--- config.mk ---
export PLATFORM = sky130hd
export DESIGN_NAME = nccf_cell
export DESIGN_NICKNAME = d
export VERILOG_FILES = /design/src/hw/rtl/nccf_pkg.sv /design/src/hw/rtl/nccf_cell.sv
export SDC_FILE = /design/constraint.sdc
export NUM_CORES = 1
export LEC_CHECK = 0
export BUFFER_PORTS_ARGS = -buffer_cell sky130_fd_sc_hd__buf_2
export CORE_UTILIZATION = 50
export DETAILED_ROUTE_END_ITERATION = 8
export PLACE_DENSITY = 0.7
export SLEW_MARGIN = 25
export SYNTH_ARGS = -nofsm -noshare
export SYNTH_HDL_FRONTEND = slang
export SYNTH_SLANG_ARGS = --single-unit
--- constraint.sdc ---
create_clock -name clk -period 9 [get_ports clk]
set_input_delay 0.9 -clock clk [delete_from_list [all_inputs] [get_ports clk]]
set_output_delay 0.9 -clock clk [all_outputs]
set_load 0.01 [all_outputs]
--- src/hw/rtl/nccf_pkg.sv ---
// Shared types, constants and helpers for the nearest-centroid classifier.
`timescale 1ns / 1ps
package nccf_pkg;

    localparam int COORD_W   = 12;
    localparam int CENTER_W  = 3 * COORD_W;
    localparam int DIST_W    = 26;
    localparam int SQ_W      = 2 * COORD_W;
    localparam int LABEL_W   = 3;
    localparam int IDX_W     = 4;
    localparam int CMD_W     = 2;
    localparam int NUM_REGS  = 6;
    localparam int CFG_IDX_W = 3;
    localparam int WINNER_W  = 3;
    localparam int COUNT_W   = 16;

    typedef enum logic [CMD_W-1:0] {
        CMD_CLASSIFY = 2'd0,
        CMD_CLEAR    = 2'd1,
        CMD_READ     = 2'd2
    } cmd_t;

    typedef struct packed {
        logic [CMD_W-1:0]   cmd;
        logic [COORD_W-1:0] x;
        logic [COORD_W-1:0] y;
        logic [COORD_W-1:0] z;
        logic [LABEL_W-1:0] label;
        logic [LABEL_W-1:0] row;
        logic [DIST_W-1:0]  best_dist;
        logic [IDX_W-1:0]   best_idx;
    } item_t;

    localparam logic [CENTER_W-1:0] CENTER_RESET [NUM_REGS] = '{
        36'd30238668250, 36'd20256200192, 36'd25441515099,
        36'd25120466304, 36'd25356056332, 36'd25172333786
    };

    function automatic logic [CENTER_W-1:0] center_init(input int k);
        logic [CENTER_W-1:0] v;
        v = '0;
        for (int i = 0; i < NUM_REGS; i++)
        begin
            if (i == k)
            begin
                v = CENTER_RESET[i];
            end
        end
        return v;
    endfunction

    function automatic logic [COORD_W-1:0] abs_diff(
        input logic [COORD_W-1:0] a,
        input logic [COORD_W-1:0] b
    );
        return (a > b) ? (a - b) : (b - a);
    endfunction

endpackage

--- src/hw/rtl/nccf_cell.sv ---
// One centroid cell: holds a centroid, measures the distance and keeps the running best.
`timescale 1ns / 1ps
module nccf_cell
    import nccf_pkg::*;
#(
    parameter int CELL_IDX = 0
) (
    input  logic                 clk,
    input  logic                 rst_n,
    input  logic                 cfg_we,
    input  logic [CFG_IDX_W-1:0] cfg_index,
    input  logic [CENTER_W-1:0]  cfg_data,
    input  logic                 in_valid,
    output logic                 in_ready,
    input  item_t                in_item,
    output logic                 out_valid,
    input  logic                 out_ready,
    output item_t                out_item
);

    localparam bit WRITABLE = (CELL_IDX < NUM_REGS);
    localparam bit FIRST    = (CELL_IDX == 0);
    localparam logic [CENTER_W-1:0] INIT = center_init(CELL_IDX);
    localparam logic [CFG_IDX_W-1:0] MY_INDEX = CFG_IDX_W'(CELL_IDX);

    logic [CENTER_W-1:0] center_reg;
    logic                a_valid_reg;
    item_t               a_item_reg;
    logic [SQ_W-1:0]     sq_x_reg, sq_y_reg, sq_z_reg;
    logic                b_valid_reg;
    item_t               b_item_reg;

    logic                a_en, b_en;
    logic [COORD_W-1:0]  dx, dy, dz;
    logic [DIST_W-1:0]   sum_dist;
    item_t               b_item_next;

    assign b_en     = !b_valid_reg || out_ready;
    assign a_en     = !a_valid_reg || b_en;
    assign in_ready = a_en;

    assign dx = abs_diff(in_item.x, center_reg[3*COORD_W-1:2*COORD_W]);
    assign dy = abs_diff(in_item.y, center_reg[2*COORD_W-1:COORD_W]);
    assign dz = abs_diff(in_item.z, center_reg[COORD_W-1:0]);

    assign sum_dist = DIST_W'(sq_x_reg) + DIST_W'(sq_y_reg) + DIST_W'(sq_z_reg);

    always_comb
    begin
        b_item_next = a_item_reg;
        // strict less-than keeps the lowest index on ties
        if (FIRST || (sum_dist < a_item_reg.best_dist))
        begin
            b_item_next.best_dist = sum_dist;
            b_item_next.best_idx  = IDX_W'(CELL_IDX);
        end
    end

    always_ff @(posedge clk or negedge rst_n)
    begin
        if (!rst_n)
        begin
            center_reg  <= INIT;
            a_valid_reg <= 1'b0;
            b_valid_reg <= 1'b0;
        end
        else
        begin
            if (WRITABLE && cfg_we && (cfg_index == MY_INDEX))
            begin
                center_reg <= cfg_data;
            end
            if (a_en)
            begin
                a_valid_reg <= in_valid;
            end
            if (b_en)
            begin
                b_valid_reg <= a_valid_reg;
            end
        end
    end

    always_ff @(posedge clk)
    begin
        if (a_en && in_valid)
        begin
            a_item_reg <= in_item;
            sq_x_reg   <= dx * dx;
            sq_y_reg   <= dy * dy;
            sq_z_reg   <= dz * dz;
        end
        if (b_en && a_valid_reg)
        begin
            b_item_reg <= b_item_next;
        end
    end

    assign out_valid = b_valid_reg;
    assign out_item  = b_item_reg;

endmodule

Word level (Yosys, flattened, before mapping)
Cells that the tools add are included.
{"block": "classes", "n_mux": 3, "n_addsub": 8, "n_reduce_logical": 8, "magnitude_cmp": 3, "n_mul": 3}
{"cell": "$mul 12x12->24", "n": 3}
{"cell": "$sub 12x12->12", "n": 6}
{"cell": "$gt 12x12->1", "n": 3}
{"cell": "$mux 12", "n": 3}
{"cell": "$add 25x24->26", "n": 1}
{"cell": "$add 24x24->25", "n": 1}
{"cell": "$logic_and 1x1->1", "n": 3}
{"cell": "$logic_not 3->1", "n": 1}
{"cell": "$logic_not 1->1", "n": 2}
{"cell": "$logic_or 1x1->1", "n": 2}
{"block": "totals", "output_inout_bits": 76, "register_bits": 224, "inputBits": 118}

Longest topological paths before layout
{"block": "depth", "depth_word": 4, "mapped_depth": 33, "mapped_depth_nobuf": 32}

Worst setup path after synthesis
OpenSTA, ideal clock, no wires.
{"block": "synth_timing", "path_kind": "in2reg", "from": "input in_item[48] (netlist bit)", "to": "register sq_y_reg[23], data pin", "arrival_ps": 7860, "t_required_ps": 8743, "setup_ps": 257, "path_buffers": 1, "cell_stages": 31, "path_slack_ps": 884, "path_cell_list": "inv_1 ha_1 inv_1 fa_1 a21o_1 a21o_1 a211oi_1 nor2_1 buf_2 nor2_1 a21oi_1 xnor2_1 inv_1 nand2_1 fa_1 fa_1 fa_1 inv_1 fa_1 inv_1 fa_1 inv_1 ha_1 and3_1 and3_1 a32oi_1 o2111ai_1 and3_1 o21a_1 a311o_1 xor2_1"}
{"block": "synth_via", "elab_chain_cells": 3}
{"item": "start: declaration", "line": "nccf_cell.sv:15", "rtl": "input item_t in_item,"}
{"item": "$sub 12x12->12 / $gt 12x12->1 (equally long branches)", "line": "nccf_pkg.sv:56", "rtl": "return (a > b) ? (a - b) : (b - a);"}
{"item": "$mux 12 (*)", "line": "nccf_pkg.sv:56"}
{"item": "$mul 12x12->24 (*)", "line": "nccf_cell.sv:90", "rtl": "sq_y_reg <= dy * dy;"}
{"item": "end signal: assignment", "line": "nccf_cell.sv:90"}
{"item": "end: declaration", "line": "nccf_cell.sv:29", "rtl": "logic [SQ_W-1:0] sq_x_reg, sq_y_reg, sq_z_reg;"}
Mark *: on every way between the ends. The rest lies on a longest branch, timed or not.
A chain may end at the register's enable or synchronous reset.

Worst setup path in the final report
{"block": "layout_timing", "from": "register center_reg[12]", "to": "register sq_y_reg[23], data pin"}
{"block": "layout_via", "elab_chain_cells": 3}
{"item": "start: declaration", "line": "nccf_cell.sv:26", "rtl": "logic [CENTER_W-1:0] center_reg;"}
{"item": "start signal: assignment", "line": "nccf_cell.sv:71", "rtl": "center_reg <= cfg_data;"}
{"item": "$sub 12x12->12 / $gt 12x12->1 (equally long branches)", "line": "nccf_pkg.sv:56"}
{"item": "$mux 12 (*)", "line": "nccf_pkg.sv:56"}
{"item": "$mul 12x12->24 (*)", "line": "nccf_cell.sv:90"}
Marked as above.

==> results.toml <==
[status]
outcome = "finished, final reports clean"

[critical_path]
crit_type = "register to register"
cp-start-kind = "register"
crit_arrival_ns = 8.78
r2r_slack_ns = 0.51
r2r-end = "sq_y_reg[23]"
r2r_cells = 29
slowest_stage = "xnor2_1"
path_common_cell = "fa_1"
cpPeakStageDelay_ns = 0.66
cp_data_required_time_ns = 9.30
cp-startpoint = "center_reg[12]"
worst_setup_path_end_kind = "register"
regToRegStartpoint = "center_reg[12]"
crit_fanout = 13

[route]
ant_nets = 0
drt_iter0_drc = 841
vias_per_cell = 5.33
drt-wirelength-per-cell_um = 16.1
route.final.wire_length_mm = 50.4
drc = 0
vias = 16700
first_pass_iters = 8

[clock_network]
clockBufferDepth = 3
cts.sinks = 221
cts_tree = "yes"
htreeDepth = 1
cts-buffers-inserted = 26
clkTransAtPathRegs_ns = 0.06
clock_latency_ns = 0.56
cts_root_buf = "clkbuf_16"
cts_hold_buf = 0
cts_resized = 0
post_cts_buffers = 0

[sta]
finalCriticalPeriod_ns = 8.49
maxSlewHeadroom_pct = 33.7
clock_skew_ns = 0.0163
rsz0062_at_grt = "no"
fmax_ghz = 0.118
tightest_slew_ns = 0.988
holdWs_ns = 0.324
tns_ns = 0
setup_violations = 0
setup_ws_ns = 0.515
slew_viol_final = 0
finalHoldViolations = 0
period_share_pct = 94.3

[yosys]
ys_ff_latch = 221
synth_top_area_share_pct = 23.7
synth_top_cell_by_area = "edfxtp_1"
synth-edff-count = 183
synth_seq_area_share_pct = 27.9
yosys_warnings = 0
syn_area_per_cell_sq_um = 10.1
synth_cell_types = 80
synth.area.top_cells = "edfxtp_1 24%, fa_1 23%, ha_1 14%"
syn_inst = 2294
synthFlopType = "edfxtp_1"
netlist_area_sq_um = 23200
synth-async-reset-ratio_pct = 17.2

[floorplanning]
fp.dieW_um = 217
core_area_sq_um = 45600
fp.dieArea_sq_um = 47200
start_util_pct = 50.8
die_height_um = 217
ioPinCount = 194
num_rows = 78

[finish]
fin_nets = 3151
final_cell_mix = "424 x inv_1, 266 x fa_1, 255 x ha_1"
diodes = 0
largest_reg_flops = 70
design_area_sq_um = 26000
drive_gt1_share_pct = 14.4
fillerInstances = 3951
areaGrowthSynthToFinish_pct = 12.2
layout_commonest_cell = "inv_1"

[place]
place.gp.congestion = 0.911
port_buffers = 159
place_area_sq_um = 25100
place_hpwl_mm = 40.5
preCtsSetupSlack_ns = 0.0849

[run]
cap_violations = 0

[grt]
grt_pass1_wl_mm = 83.9
antenna_found_initial = 0
first_global_vias = 17400
overflow = 0
track_usage_pct = 22.0
grt_max_degree = 73

[worst_hold_path]
hold_path_class = "input pin to asynchronous set/reset pin"
==> per-layer routing <==
| metal | wire (um) | GRT usage, % | part of all wire, % | vias to the layer above |
|---|---|---|---|---|
| met4 | 1080 | 5.47 | 2.1 | 0 |
| met2 | 24000 | 37.6 | 48 | 411 |
| li1 | - | - | - | 8023 |
| met3 | 2670 | 2.98 | 5.3 | 79 |
| met1 | 22600 | 29.6 | 45 | 8178 |
| met5 | 0 | 0 | 0 | - |
==> kinds of logic after synthesis <==
| group | after synthesis | share of synthesized area (%) |
|---|---|---|
| adder cells (fa/ha/maj) | 521 | 36.8 |
| XOR/XNOR | 100 | 3.88 |
| buffers and inverters | 487 | 8.14 |
| flip-flops | 221 | 27.9 |
| AO/OA/AOI/OAI | 394 | 10.9 |
| other | 1 | 0.0162 |
| AND/OR/NAND/NOR | 549 | 11.4 |
| multiplexers | 21 | 0.945 |
==> worst max-delay path: cells and delay by family (launching register included) <==
| family | cells | cell delay [ns] |
|---|---|---|
| adders and majority gates | 8 | 3.25 |
| and+or+nand+nor | 6 | 1.29 |
| buffers and inverters | 5 | 0.47 |
| AOI/OAI and AO/OA | 8 | 1.85 |
| xor gates and xnor gates | 2 | 0.82 |
| DFF | 1 | 0.54 |
==> stage by stage <==
step                utilization, %  instances
floorplan                        -       2300
global placement              55.0       3083
detailed placement            55.0       3083
CTS                           57.0       3131
global route                  57.0       3132
finish                        57.0       3132
==> cells in the mapped netlist, drive strengths merged (35+ instances only) <==
| cell | n |
|---|---|
| a21o | 44 |
| nand2 | 123 |
| edfxtp | 183 |
| a21oi | 102 |
| inv | 431 |
| ha | 255 |
| xnor2 | 71 |
| nand2b | 35 |
| nor3 | 50 |
| or2 | 35 |
| o21ai | 102 |
| nor2 | 185 |
| fa | 266 |
==> how the worst max path moves through the flow <==
stage | to | slack, ns | cells past startpoint
floorplan | sq_y_reg[23] | 0.88 | 31
global placement | sq_y_reg[23] | 0.20 | 31
detailed placement | sq_y_reg[22] | 0.08 | 29
CTS | sq_y_reg[22] | 0.57 | 27
global route | sq_y_reg[22] | 0.09 | 27
finish | sq_y_reg[23] | 0.51 | 29
==> area by class of cell <==
cell class                 count  area, sq um  area share (%)
clock inverter                17          163           0.626
clock buffer                  31          732            2.82
tap                          600          751            2.89
inverter                     431         1620            6.22
timing repair buffer         240         1420            5.46
sequential                   221         6470            24.9
multi-input combinational   1592        14800            57.1
Power is not shown: default switching activity piles up to over one toggle a cycle in this logic, so the estimate is an artifact.
