**src/hw/rtl/nccf_pkg.sv**
```systemverilog
// Shared types, constants and helpers for the nearest-centroid classifier.
`timescale 1ns / 1ps
package nccf_pkg;

    localparam int COORD_W   = 12;
    localparam int CENTER_W  = 3 * COORD_W;
    localparam int DIST_W    = 26;
    localparam int SQ_W      = 2 * COORD_W;
    localparam int LABEL_W   = 3;
    localparam int IDX_W     = 4;
    localparam int CMD_W     = 2;
    localparam int NUM_REGS  = 6;
    localparam int CFG_IDX_W = 3;
    localparam int WINNER_W  = 3;
    localparam int COUNT_W   = 16;

    typedef enum logic [CMD_W-1:0] {
        CMD_CLASSIFY = 2'd0,
        CMD_CLEAR    = 2'd1,
        CMD_READ     = 2'd2
    } cmd_t;

    typedef struct packed {
        logic [CMD_W-1:0]   cmd;
        logic [COORD_W-1:0] x;
        logic [COORD_W-1:0] y;
        logic [COORD_W-1:0] z;
        logic [LABEL_W-1:0] label;
        logic [LABEL_W-1:0] row;
        logic [DIST_W-1:0]  best_dist;
        logic [IDX_W-1:0]   best_idx;
    } item_t;

    localparam logic [CENTER_W-1:0] CENTER_RESET [NUM_REGS] = '{
        36'd30238668250, 36'd20256200192, 36'd25441515099,
        36'd25120466304, 36'd25356056332, 36'd25172333786
    };

    function automatic logic [CENTER_W-1:0] center_init(input int k);
        logic [CENTER_W-1:0] v;
        v = '0;
        for (int i = 0; i < NUM_REGS; i++)
        begin
            if (i == k)
            begin
                v = CENTER_RESET[i];
            end
        end
        return v;
    endfunction

    function automatic logic [COORD_W-1:0] abs_diff(
        input logic [COORD_W-1:0] a,
        input logic [COORD_W-1:0] b
    );
        return (a > b) ? (a - b) : (b - a);
    endfunction

endpackage

```
**src/hw/rtl/nccf_ram.sv**
```systemverilog
// Generic single-write, single-read RAM with registered read data.
`timescale 1ns / 1ps
module nccf_ram #(
    parameter int WIDTH = 16,
    parameter int DEPTH = 36,
    localparam int ADDR_W = (DEPTH > 1) ? $clog2(DEPTH) : 1
) (
    input  logic              clk,
    input  logic              we,
    input  logic [ADDR_W-1:0] waddr,
    input  logic [WIDTH-1:0]  wdata,
    input  logic              re,
    input  logic [ADDR_W-1:0] raddr,
    output logic [WIDTH-1:0]  rdata
);

    logic [WIDTH-1:0] mem [DEPTH];
    logic [WIDTH-1:0] rdata_reg;

    always_ff @(posedge clk)
    begin
        if (we)
        begin
            mem[waddr] <= wdata;
        end
        if (re)
        begin
            rdata_reg <= mem[raddr];
        end
    end

    assign rdata = rdata_reg;

endmodule

```
**src/hw/rtl/nccf_matrix.sv**
```systemverilog
// Confusion matrix stage: read-modify-write of one cell, clear, read, and result register.
`timescale 1ns / 1ps
module nccf_matrix
    import nccf_pkg::*;
#(
    parameter int NUM_CENTERS = 6,
    parameter int COUNT_BITS  = 16
) (
    input  logic                clk,
    input  logic                rst_n,
    input  logic                in_valid,
    output logic                in_ready,
    input  item_t               in_item,
    output logic                out_valid,
    input  logic                out_ready,
    output logic [WINNER_W-1:0] winner,
    output logic [DIST_W-1:0]   min_dist,
    output logic [COUNT_W-1:0]  count
);

    localparam int DEPTH  = NUM_CENTERS * NUM_CENTERS;
    localparam int ADDR_W = (DEPTH > 1) ? $clog2(DEPTH) : 1;
    localparam int NC_W   = IDX_W + 1;
    localparam logic [NC_W-1:0] NC = NC_W'(NUM_CENTERS);
    localparam logic [COUNT_BITS-1:0] COUNT_MAX = {COUNT_BITS{1'b1}};

    logic                  p_valid_reg;
    item_t                 p_item_reg;
    logic [ADDR_W-1:0]     p_addr_reg;
    logic                  p_hit_reg;

    logic                  o_valid_reg;
    logic [WINNER_W-1:0]   o_winner_reg;
    logic [DIST_W-1:0]     o_dist_reg;
    logic [COUNT_BITS-1:0] o_count_reg;

    logic [DEPTH-1:0]      ent_valid_reg;
    logic                  byp_valid_reg;
    logic [ADDR_W-1:0]     byp_addr_reg;
    logic [COUNT_BITS-1:0] byp_data_reg;

    logic                  p_en, o_en;
    logic [NC_W-1:0]       sel_row, sel_col;
    logic [2*NC_W-1:0]     addr_wide;
    logic                  hit;
    logic [COUNT_BITS-1:0] rdata, old_val, inc_val;
    logic                  wr_now, clr_now;
    logic [WINNER_W-1:0]   o_winner_next;
    logic [DIST_W-1:0]     o_dist_next;
    logic [COUNT_BITS-1:0] o_count_next;

    assign o_en     = !o_valid_reg || out_ready;
    assign p_en     = !p_valid_reg || o_en;
    assign in_ready = p_en;

    // read selects the row from the command, classify from the winner
    always_comb
    begin
        sel_col = NC_W'(in_item.label);
        if (in_item.cmd == CMD_READ)
        begin
            sel_row = NC_W'(in_item.row);
        end
        else
        begin
            sel_row = NC_W'(in_item.best_idx);
        end
        hit       = (sel_row < NC) && (sel_col < NC);
        addr_wide = sel_row * NC + sel_col;
    end

    nccf_ram #(
        .WIDTH (COUNT_BITS),
        .DEPTH (DEPTH)
    ) u_ram (
        .clk   (clk),
        .we    (wr_now),
        .waddr (p_addr_reg),
        .wdata (inc_val),
        .re    (p_en),
        .raddr (addr_wide[ADDR_W-1:0]),
        .rdata (rdata)
    );

    // the last write may land on the edge of this read: take it from the bypass
    always_comb
    begin
        old_val = '0;
        if (p_hit_reg)
        begin
            if (byp_valid_reg && (byp_addr_reg == p_addr_reg))
            begin
                old_val = byp_data_reg;
            end
            else if (ent_valid_reg[p_addr_reg])
            begin
                old_val = rdata;
            end
        end
        inc_val = (old_val == COUNT_MAX) ? old_val : old_val + 1'b1;
    end

    always_comb
    begin
        o_winner_next = '0;
        o_dist_next   = '0;
        o_count_next  = '0;
        wr_now        = 1'b0;
        clr_now       = 1'b0;
        case (p_item_reg.cmd)
            CMD_CLASSIFY:
            begin
                o_winner_next = WINNER_W'(p_item_reg.best_idx);
                o_dist_next   = p_item_reg.best_dist;
                if (p_hit_reg)
                begin
                    o_count_next = inc_val;
                    wr_now       = o_en && p_valid_reg;
                end
            end
            CMD_CLEAR:
            begin
                clr_now = o_en && p_valid_reg;
            end
            CMD_READ:
            begin
                o_count_next = old_val;
            end
            default:
            begin
                o_count_next = '0;
            end
        endcase
    end

    always_ff @(posedge clk or negedge rst_n)
    begin
        if (!rst_n)
        begin
            p_valid_reg   <= 1'b0;
            o_valid_reg   <= 1'b0;
            ent_valid_reg <= '0;
            byp_valid_reg <= 1'b0;
        end
        else
        begin
            if (p_en)
            begin
                p_valid_reg <= in_valid;
            end
            if (o_en)
            begin
                o_valid_reg <= p_valid_reg;
            end
            if (clr_now)
            begin
                ent_valid_reg <= '0;
                byp_valid_reg <= 1'b0;
            end
            else if (wr_now)
            begin
                ent_valid_reg[p_addr_reg] <= 1'b1;
                byp_valid_reg             <= 1'b1;
            end
        end
    end

    always_ff @(posedge clk)
    begin
        if (p_en && in_valid)
        begin
            p_item_reg <= in_item;
            p_addr_reg <= addr_wide[ADDR_W-1:0];
            p_hit_reg  <= hit;
        end
        if (o_en && p_valid_reg)
        begin
            o_winner_reg <= o_winner_next;
            o_dist_reg   <= o_dist_next;
            o_count_reg  <= o_count_next;
        end
        if (wr_now)
        begin
            byp_addr_reg <= p_addr_reg;
            byp_data_reg <= inc_val;
        end
    end

    assign out_valid = o_valid_reg;
    assign winner    = o_winner_reg;
    assign min_dist  = o_dist_reg;
    assign count     = COUNT_W'(o_count_reg);

endmodule

```
**config.mk**
```make
export PLATFORM = sky130hd
export DESIGN_NAME = nccf_matrix
export DESIGN_NICKNAME = d
export VERILOG_FILES = /design/src/hw/rtl/nccf_pkg.sv /design/src/hw/rtl/nccf_ram.sv /design/src/hw/rtl/nccf_matrix.sv
export SDC_FILE = /design/constraint.sdc
export NUM_CORES = 1
export LEC_CHECK = 0
export ABC_AREA = 1
export BUFFER_PORTS_ARGS = -buffer_cell sky130_fd_sc_hd__buf_2
export CORE_MARGIN = 4
export CORE_UTILIZATION = 25
export DETAILED_ROUTE_END_ITERATION = 12
export PLACE_DENSITY = 0.46
export SYNTH_ARGS = -nofsm -noshare
export SYNTH_HDL_FRONTEND = slang
export SYNTH_SLANG_ARGS = --single-unit
```
**constraint.sdc**
```tcl
create_clock -name clk -period 4.7 [get_ports clk]
set_clock_uncertainty 0.15 [all_clocks]
set_input_delay 0.235 -clock clk [delete_from_list [all_inputs] [get_ports clk]]
set_output_delay 0.235 -clock clk [all_outputs]
set_load 0.005 [all_outputs]
```
---- Yosys cells after proc, flatten, opt, wreduce, memory -nomap -nowiden ----
Memories as Yosys holds them, arrays and structs flattened. A register that Yosys moved wholly into a read port is not among the register bits.
Cells that the tools add are included.
storage, ports and cells
  register bits ........................... 144
  memory bits (writable) .................. 576
  input bits .............................. 78
  output and inout bits ................... 47
  word-level logic and storage cells ...... 59
  memories ................................ 1
cells by class
  $add $sub $neg .......................... 2
  multipliers ............................. 1
  $lt $le $gt $ge ......................... 4
  equality and inequality tests ........... 5
  multiplexer cells ....................... 20
  bitwise logic cells ..................... 1
  reduce and logical (&&, ||, !) cells .... 11
memories
  memory     words  bits a word  read ports  clocked after Yosys merged registers in  write ports  RTL line        RTL
  u_ram.mem  36     16           1           1                                        1            nccf_ram.sv:17  logic [WIDTH-1:0] mem [DEPTH];
operators with widths
  kind                                                        count
  two-way mux 16 bit                                          5
  two-way mux 36 bit                                          2
  bitwise OR 36 bit                                           1
  one-hot mux 16 bit (2 select lines)                         1
  adder 16 x 1 -> 16 bit, second input constant               1
  == test 16 bit, second input constant                       1
  two-way mux 1 bit                                           9
  less-than comparator 6 x 7 -> 1 bit, second input constant  1
  adder 6 x 3 -> 6 bit                                        1
  binary-select mux 1 bit (select 6 bit)                      1
  demux 1 bit (select 6 bit)                                  1
  == test 6 bit                                               1
  >= comparator 6 x 1 -> 1 bit, second input constant         1
  logical AND 1 bit                                           5
  less-than comparator 5 x 3 -> 1 bit, second input constant  1
  multiplier 4 x 2 -> 5 bit, second input constant            1
  == test 2 bit, second input constant                        2
  two-way mux 4 bit                                           1
  less-than comparator 3 bit, second input constant           1
  == test 2 x 1 -> 1 bit, second input constant               1
  zero test 1 bit                                             2
  zero test 2 bit                                             1
  logical OR 1 bit                                            2
  nonzero test 2 bit                                          1

---- Longest topological paths before layout ----
Gate-level depths: netlist (run 1).
  word-level depth ........................ 9
  mapped depth ............................ 28
  gate-level depth less buffers ........... 25

---- By module ----
A second synthesis (run 1) with hierarchy kept.
second synthesis, totals
  cells, all modules ...................... 2719
  area total of the unflattened synthesis .. 30730.7 um2
modules (own cells, without submodules)
  module       instances  cells an instance  area each (um2)  sequential area each (um2)
  nccf_ram     1          1959               23750.3          17777.0
  nccf_matrix  1          760                6980.4           4129.0

---- Worst setup path after synthesis (run 1) ----
No wires, ideal clock.
  path type ............................... register -> register
  start point ............................. register p_addr_reg[0]
  end point ............................... register byp_data_reg[6], data pin
  library setup time ...................... 0.502 ns
  data arrival time ....................... 3.926 ns
  data required time ...................... 4.048 ns
  slack ................................... 0.122 ns
  stages on the path, launching flop included .. 19
  path buffers ............................ 3
  period minus slack after synthesis ...... 4.578 ns
  cells stage by stage .................... edfxtp_1 -> buf_6 -> inv_4 -> buf_4 -> nand2_1 -> a21oi_1 -> o21ai_1 -> nor2_1 -> nor2_2 -> nand2_4 -> buf_6 -> nand2_1 -> a21oi_1 -> ha_1 -> a21boi_0 -> nand2_1 -> nor2_1 -> nor2_1 -> o21ai_0
between the ends
  longest elaborated chain between the ends .. 7
  elaborated cells on any way between the ends .. 10
  those cells by class .................... 1 x add/sub; 2 x eq/ne; 6 x mux; 1 x reduce/logical
ends and longest elaborated chain
  element                                                          RTL line            RTL
  start: declaration                                               nccf_matrix.sv:29   logic [ADDR_W-1:0] p_addr_reg;
  start signal: assignment                                         nccf_matrix.sv:173  p_addr_reg <= addr_wide[ADDR_W-1:0];
  binary-select mux 1 bit (select 6 bit)                           nccf_matrix.sv:95   else if (ent_valid_reg[p_addr_reg])
  two-way mux 1 bit (not written as such)                          nccf_matrix.sv:95
  two-way mux 16 bit                                               nccf_matrix.sv:95
  two-way mux 16 bit *                                             nccf_matrix.sv:91   if (byp_valid_reg && (byp_addr_reg == p_addr_reg))
  two-way mux 16 bit *                                             nccf_matrix.sv:89   if (p_hit_reg)
  adder 16 x 1 -> 16 bit / == test 16 bit (equally long branches)  nccf_matrix.sv:100  inc_val = (old_val == COUNT_MAX) ? old_val : old_val + 1'b1;
  two-way mux 16 bit *                                             nccf_matrix.sv:100
  net inc_val[6]                                                   nccf_matrix.sv:46   logic [COUNT_BITS-1:0] rdata, old_val, inc_val;
  end signal: assignment                                           nccf_matrix.sv:185  byp_data_reg <= inc_val;
  end: declaration                                                 nccf_matrix.sv:40   logic [COUNT_BITS-1:0] byp_data_reg;
Mark *: on every way through the listed nets, which the timed path passes. The rest lies on a longest branch. The select of a mux whose other input is x is not followed.
A chain may end at the register's enable or synchronous reset.

---- Final worst setup path (run 1) ----
  start point ............................. input in_item[73] in the netlist's numbering
  end point ............................... register u_ram.rdata_reg[6] (netlist: u_ram.rdata[6]), read port of u_ram.mem, data pin
between the ends
  longest elaborated chain between the ends .. 4
ends and longest elaborated chain
  element                    RTL line           RTL
  start: declaration         nccf_matrix.sv:13  input item_t in_item,
  == test 2 bit              nccf_matrix.sv:60  if (in_item.cmd == CMD_READ)
  two-way mux 4 bit          nccf_matrix.sv:60
  multiplier 4 x 2 -> 5 bit  nccf_matrix.sv:69  addr_wide = sel_row * NC + sel_col;
  adder 6 x 3 -> 6 bit       nccf_matrix.sv:69
  end: declaration           nccf_ram.sv:18     logic [WIDTH-1:0] rdata_reg;
Every way passes these cells.

==> results of run 1 <==
## cells in the mapped netlist, drive strengths merged
master / n
nand3: 71
edfxtp: 697
a211oi: 2
o22ai: 71
ha: 6
xnor2: 4
and2: 3
a21oi: 10
and3: 1
nand4: 2
nor3: 6
clkinv: 1
xor2: 5
nand2: 223
or2: 3
buf: 23
clkbuf: 120
o211ai: 15
fa: 2
o21ai: 370
o221ai: 77
nand3b: 3
o21a: 24
a31oi: 6
nor2: 477
inv: 122
dfrtp: 39
o21bai: 1
a21boi: 1
## final timing paths
path	end	cells past startpoint
setup / recovery	u_ram.rdata[6]	18
hold / removal	p_item_reg[28]	2
setup reg to reg	u_ram.mem[20][10]	20
hold reg to reg	ent_valid_reg[24]	1
max in group asynchronous	byp_valid_reg	2
min in group asynchronous	p_valid_reg	2
## logic make-up after synthesis
| logic type | Yosys count | share of synthesized area [%] |
|---|---|---|
| xor+xnor | 9 | 0.265 |
| buf+inv | 266 | 3.63 |
| compound gates | 577 | 11.4 |
| flops | 736 | 73.6 |
| simple gates | 789 | 10.7 |
| fa+ha+maj | 8 | 0.386 |
## repair_timing
action                    4_1_cts  5_1_grt
resized for setup               0        0
hold buffers                   36        0
hold endpoints to repair       73        0
## critical path, delay by kind of cell
kind	cells	cell delay [ns]
fa+ha+maj	2	1.00
compound gates	5	1.16
simple gates	2	0.31
buf+inv	9	1.81
## power by group through the flow
| stage | logic, uW | clock network (uW) | registers, uW |
|---|---|---|---|
| detailed placement | 2060 | 0 | 7610 |
| global route | 2250 | 6620 | 7480 |
| CTS | 2090 | 6350 | 7480 |
| floorplan | 1040 | 0 | 7570 |
| finish | 2060 | 6190 | 7470 |
| global placement | 2060 | 0 | 7610 |
## metal layers
layer / track usage (%) / vias up
li1: - / 8973
met1: 18.7 / 9771
met2: 22.6 / 433
met3: 1.94 / 98
met4: 3.16 / 0
met5: 0 / -
## layout make-up
class	instances	share of cell area (%)
clock inverters	48	1.28
flip-flops and latches	736	61.5
inverters	123	1.34
repair buffers	233	5.20
multi-input cells	1383	19.5
well taps	1536	5.39
clock buffers	97	5.85
## placed cells by master, fill, tap and decap left out, types with 5 or more instances in the layout
cell type	synthesis	layout
o221ai_1	77	77
edfxtp_1	697	697
nand2_2	14	14
a21oi_1	8	8
buf_12	0	18
nand3_1	67	65
o211ai_1	15	15
a31oi_1	6	6
clkbuf_1	120	16
o22ai_1	71	71
o21a_1	24	24
nand3_2	4	6
inv_2	6	6
bufinv_16	0	7
clkinv_2	0	12
nor2_2	9	45
nor3_1	6	6
o21ai_0	360	359
dfrtp_1	39	39
o21ai_1	8	8
ha_1	6	5
clkbuf_16	0	81
clkinv_1	1	19
buf_4	6	91
xor2_1	5	5
nor2_1	466	429
nand2_1	207	207
inv_1	114	112
dlygate4sd3_1	0	36
buf_2	2	87
## metrics by stage
stage / worst slack (ns) / hold slack (ns) / area, sq um / total power, uW
floorplan: 0.122 / -0.211 / 29800 / 8610
global placement: 0.286 / 0.263 / 32700 / 9670
detailed placement: 0.301 / 0.263 / 32700 / 9670
CTS: 0.411 / 0.118 / 35600 / 15900
global route: 0.0650 / 0.145 / 35600 / 16400
finish: 0.366 / 0.160 / 35600 / 15700
==> run metrics, run 1 <==
top-area cell type share of the netlist area 70.3%; Root Driver clkbuf_16; CTS tree done; class of the worst hold path input pin to flip-flop; Layout Utilization about 30%; kind of critical path input pin to flip-flop; switching part of the total power 26.6%; initial antenna violation count 2; Mapped Avg Cell Area 12.5 sq um; post-synthesis cell count 2,385; Psw 4180 uW; # Post-CTS Setup Buffers 0; Worst Tran Pin Value 1.19 ns; flops & latches, synth 736; die height roughly 350 microns; core area 0.118 sq mm; final wirelength 86.4 mm; reg2reg start p_addr_reg[2]; Skew-Pair Late Insertion Delay 0.63 ns; final hold violations 0; Critical Path Start Type input pin; max reg flops 576; IR Drop Worst-Case VDD 0.265 mV; Max FO, Critical Path 27; final worst-path cycle share 92.2%; critical path required time 4.89 ns; Post-Syn Area about 0.030 sq mm; Max H-tree Level 3; Ports 125; routed wl met2 41.4 mm; Synth warnings 0; clock sink count 736; RSZ-0062 raised after global routing false; synth top area cells edfxtp_1, o21ai_0, nor2_1; max-cap viol count 0; FMAX 231 MHz; final setup fails 0; status finished clean; Vias slightly below 20,000; die area 0.125 sq mm; clock share of power 39.3%; Fin Setup TNS 0 ns; power density cells roughly 440 mW/mm^2; Final Slew Violations 0; Final ANT Viol Nets 0; Post-route DRC 0; synth unique cells 43; first-pass GRT wire length 129 mm; CP Capture Type flip-flop; largest area contributor in the netlist edfxtp_1; row count 126; R2R Setup Slk 0.53 ns; internal power ~12,000 uW; Vias/cell roughly 4.6; final critical-path required period 4.33 ns; Critical Path, Cell by Cell dlygate4sd3_1, buf_2, inv_1, nor2_1, inv_1, o21ai_0, inv_1, ha_1, inv_1, fa_4, inv_2, buf_12, buf_4, o221ai_1, nand3_1, o21ai_0, o21ai_0, o21ai_0; largest net degree at the start of global routing 113; P_leak 0.0126 uW; vias in the first global route ~19,000; slew margin rel. between 20% and 30%; DRT met1 WL 39.9 mm; HPWL Detailed a little over 50 mm; proportion of layout cells with a drive suffix above 1 15.2%; drt first pass iters 5; Worst EP arrival 4.52 ns; Top Layer Used met4; non-filler instance count after layout between 4,000 and 5,000; placed cells 3,975; crit path launch in_item[73]; sequential share of power 47.5%; Port Buf Inserts 88; WL met3 3.62 mm; Hold Startpoint in_item[28]; combinational share of power 13.1%; clk buf depth 3; Slowest-stage cell, CP fa_4; area delta synth->final 19.7%; sequential fraction of the synthesis area 73.6%; die width roughly 350 microns; Overflow after GRT 0; Initial Util 25.2%; GPL Wtd Cong 0.784; FF+latch area 0.0219 sq mm; Worst-path clk slew 0.06 ns; GRT Total Usage between 10% and 20%; CTS buffer count 81; Fillers 12,000; nets 2,644; initial drt markers 1,632; Mapped Nets 2,471; slowest stage delay, CP 0.69 ns; multi-input logic area 0.00694 sq mm; # diodes 0; routed wire length per instance 20.8 microns
Note: power is estimated with default switching activity, not from simulation.
==> run 2: changes to the inputs <==
==> constraint.sdc (replaced) <==
create_clock -name clk -period 4.7 [get_ports clk]
set_clock_uncertainty 0.15 [all_clocks]
set_input_delay 0 -clock clk [delete_from_list [all_inputs] [get_ports clk]]
set_output_delay 0 -clock clk [all_outputs]
set_load 0.005 [all_outputs]
==> run 2 against run 1 <==
Sequential power about the same; hold slack got worse by 0.079 ns; clock power increased by 1%.
==> run metrics, run 2 (synthesis gave the netlist of run 1 again) <==
placed cells 3,972; vias in the first global route 19,000; power density cells 439 mW/mm^2; max-cap viol count 0; Max H-tree Level 3; kind of critical path input pin to flip-flop; Worst EP arrival 4.44 ns; Root Driver clkbuf_16; non-filler instance count after layout 4,193; Final Cell Area 0.0361 sq mm; Final Slew Violations 0; most frequent cells in the layout edfxtp_1, nor2_1, o21ai_0; clk buf depth 3; FF+latch area approximately 0.022 sq mm; die width 353 microns; Post-route DRC 0; routed wire length per instance 21.2 microns; Skew-Pair Late Insertion Delay 0.64 ns; drt first pass iters 8; first-pass GRT wire length 131 mm; Worst Tran Pin Value roughly 1.1 ns; Critical Path Start Type input pin; HPWL Detailed 52.2 mm; slew margin rel. between 20% and 30%; Critical Path, Cell by Cell dlygate4sd3_1, buf_2, nor2_1, inv_1, o21ai_0, inv_1, ha_1, inv_1, fa_4, inv_2, buf_12, o211ai_1, o21ai_0, buf_4, o21ai_0, o21ai_0; final hold violations 0; WHS ~0.08 ns; multi-input logic area 0.00694 sq mm; Max FO, Critical Path 44; Worst-path clk slew 0.06 ns; GRT Total Usage 13.9%; overall power 15,800 uW; Slowest-stage cell, CP fa_4; largest net degree at the start of global routing between 100 and 150; Overflow after GRT 0; Post-DP Area approximately 0.033 sq mm; max reg flops 576; Final ANT Viol Nets 0; area delta synth->final 21.2%; Ports 125; core area about 0.12 sq mm; CTS tree done; Vias just under 20,000; clock sink count 736; class of the worst hold path input pin to flip-flop; row count 126; CTS buffer count 80; P_leak 0.0128 uW; RSZ-0062 raised after global routing false; GPL Wtd Cong 0.787; CP Capture Type flip-flop; Initial Util 25.2%; die area 0.125 sq mm; final setup fails 0; Fillers 12,000; initial drt markers 1,362; CP most frequent cell o21ai_0; final critical-path required period between 4 and 5 ns; final worst-path cycle share 90.4%; commonest non-fill, non-tap cell in the layout edfxtp_1; die height 353 microns; final wirelength 89.0 mm; status finished clean; nets 2,677; Port Buf Inserts between 80 and 90; proportion of layout cells with a drive suffix above 1 15.1%; critical path required time 4.89 ns; Fin Setup TNS 0 ns; FMAX 235 MHz; initial antenna violation count 2; Vias/cell around 4.7; slowest stage delay, CP 1.01 ns; IR Drop Worst-Case VDD 0.300 mV
-- run 2: final timing paths --
| path | from | end | slack, ns | cells after the start |
|---|---|---|---|---|
| max | in_item[72] | u_ram.rdata[2] | 0.45 | 16 |
| min | in_item[33] | u_ram.rdata[5] | 0.08 | 5 |
| max reg2reg | p_addr_reg[2] | u_ram.mem[31][12] | 0.60 | 22 |
| min reg2reg | ent_valid_reg[24] | ent_valid_reg[24] | 0.33 | 1 |
| max in group asynchronous | rst_n | ent_valid_reg[8] | 3.87 | 4 |
| min in group asynchronous | rst_n | out_valid | 0.28 | 4 |
-- run 2: metrics by stage --
stage,setup slack (ns),utilization [%]
2_1_floorplan,0.122,-
3_3_place_gp,0.361,27.7
3_5_place_dp,0.352,27.7
4_1_cts,0.498,30.5
5_1_grt,0.165,30.5
6_report,0.453,30.5
-- run 2: cell type report --
cell class / count / area share [%]
sequential: 736 / 60.7
clock buffer: 99 / 5.80
tap: 1536 / 5.32
inverter: 123 / 1.32
antenna: 3 / 0.0208
clock inverter: 46 / 1.34
multi-input combinational: 1383 / 19.2
timing repair buffer: 267 / 6.28
-- run 2: where the power goes --
group	internal (uW)	total (uW)	switching (uW)
clock network	3620	6250	2630
registers	7380	7480	98.6
logic	627	2120	1490
total	11600	15800	4220
-- run 2: timing repair --
action,CTS,global route
gates resized for setup,0,0
setup buffers,0,0
hold buffers,73,0
endpoints found under the hold margin,89,0
-- run 2: worst max-delay path, delay by kind of cell --
family,cells,cell delay [ns]
and+or+nand+nor,1,0.21
adders and majority gates,2,1.32
buffers and inverters,8,1.51
AOI/OAI and AO/OA,5,1.35
-- run 2: metal layers --
layer,global-route usage [%],wire (microns),share of wire [%],vias up
li1,-,-,-,9046
met1,19.4,41300,46,9990
met2,22.9,42100,47,432
met3,1.88,4000,4.5,89
met4,3.68,1650,1.9,0
met5,0,0,0,-
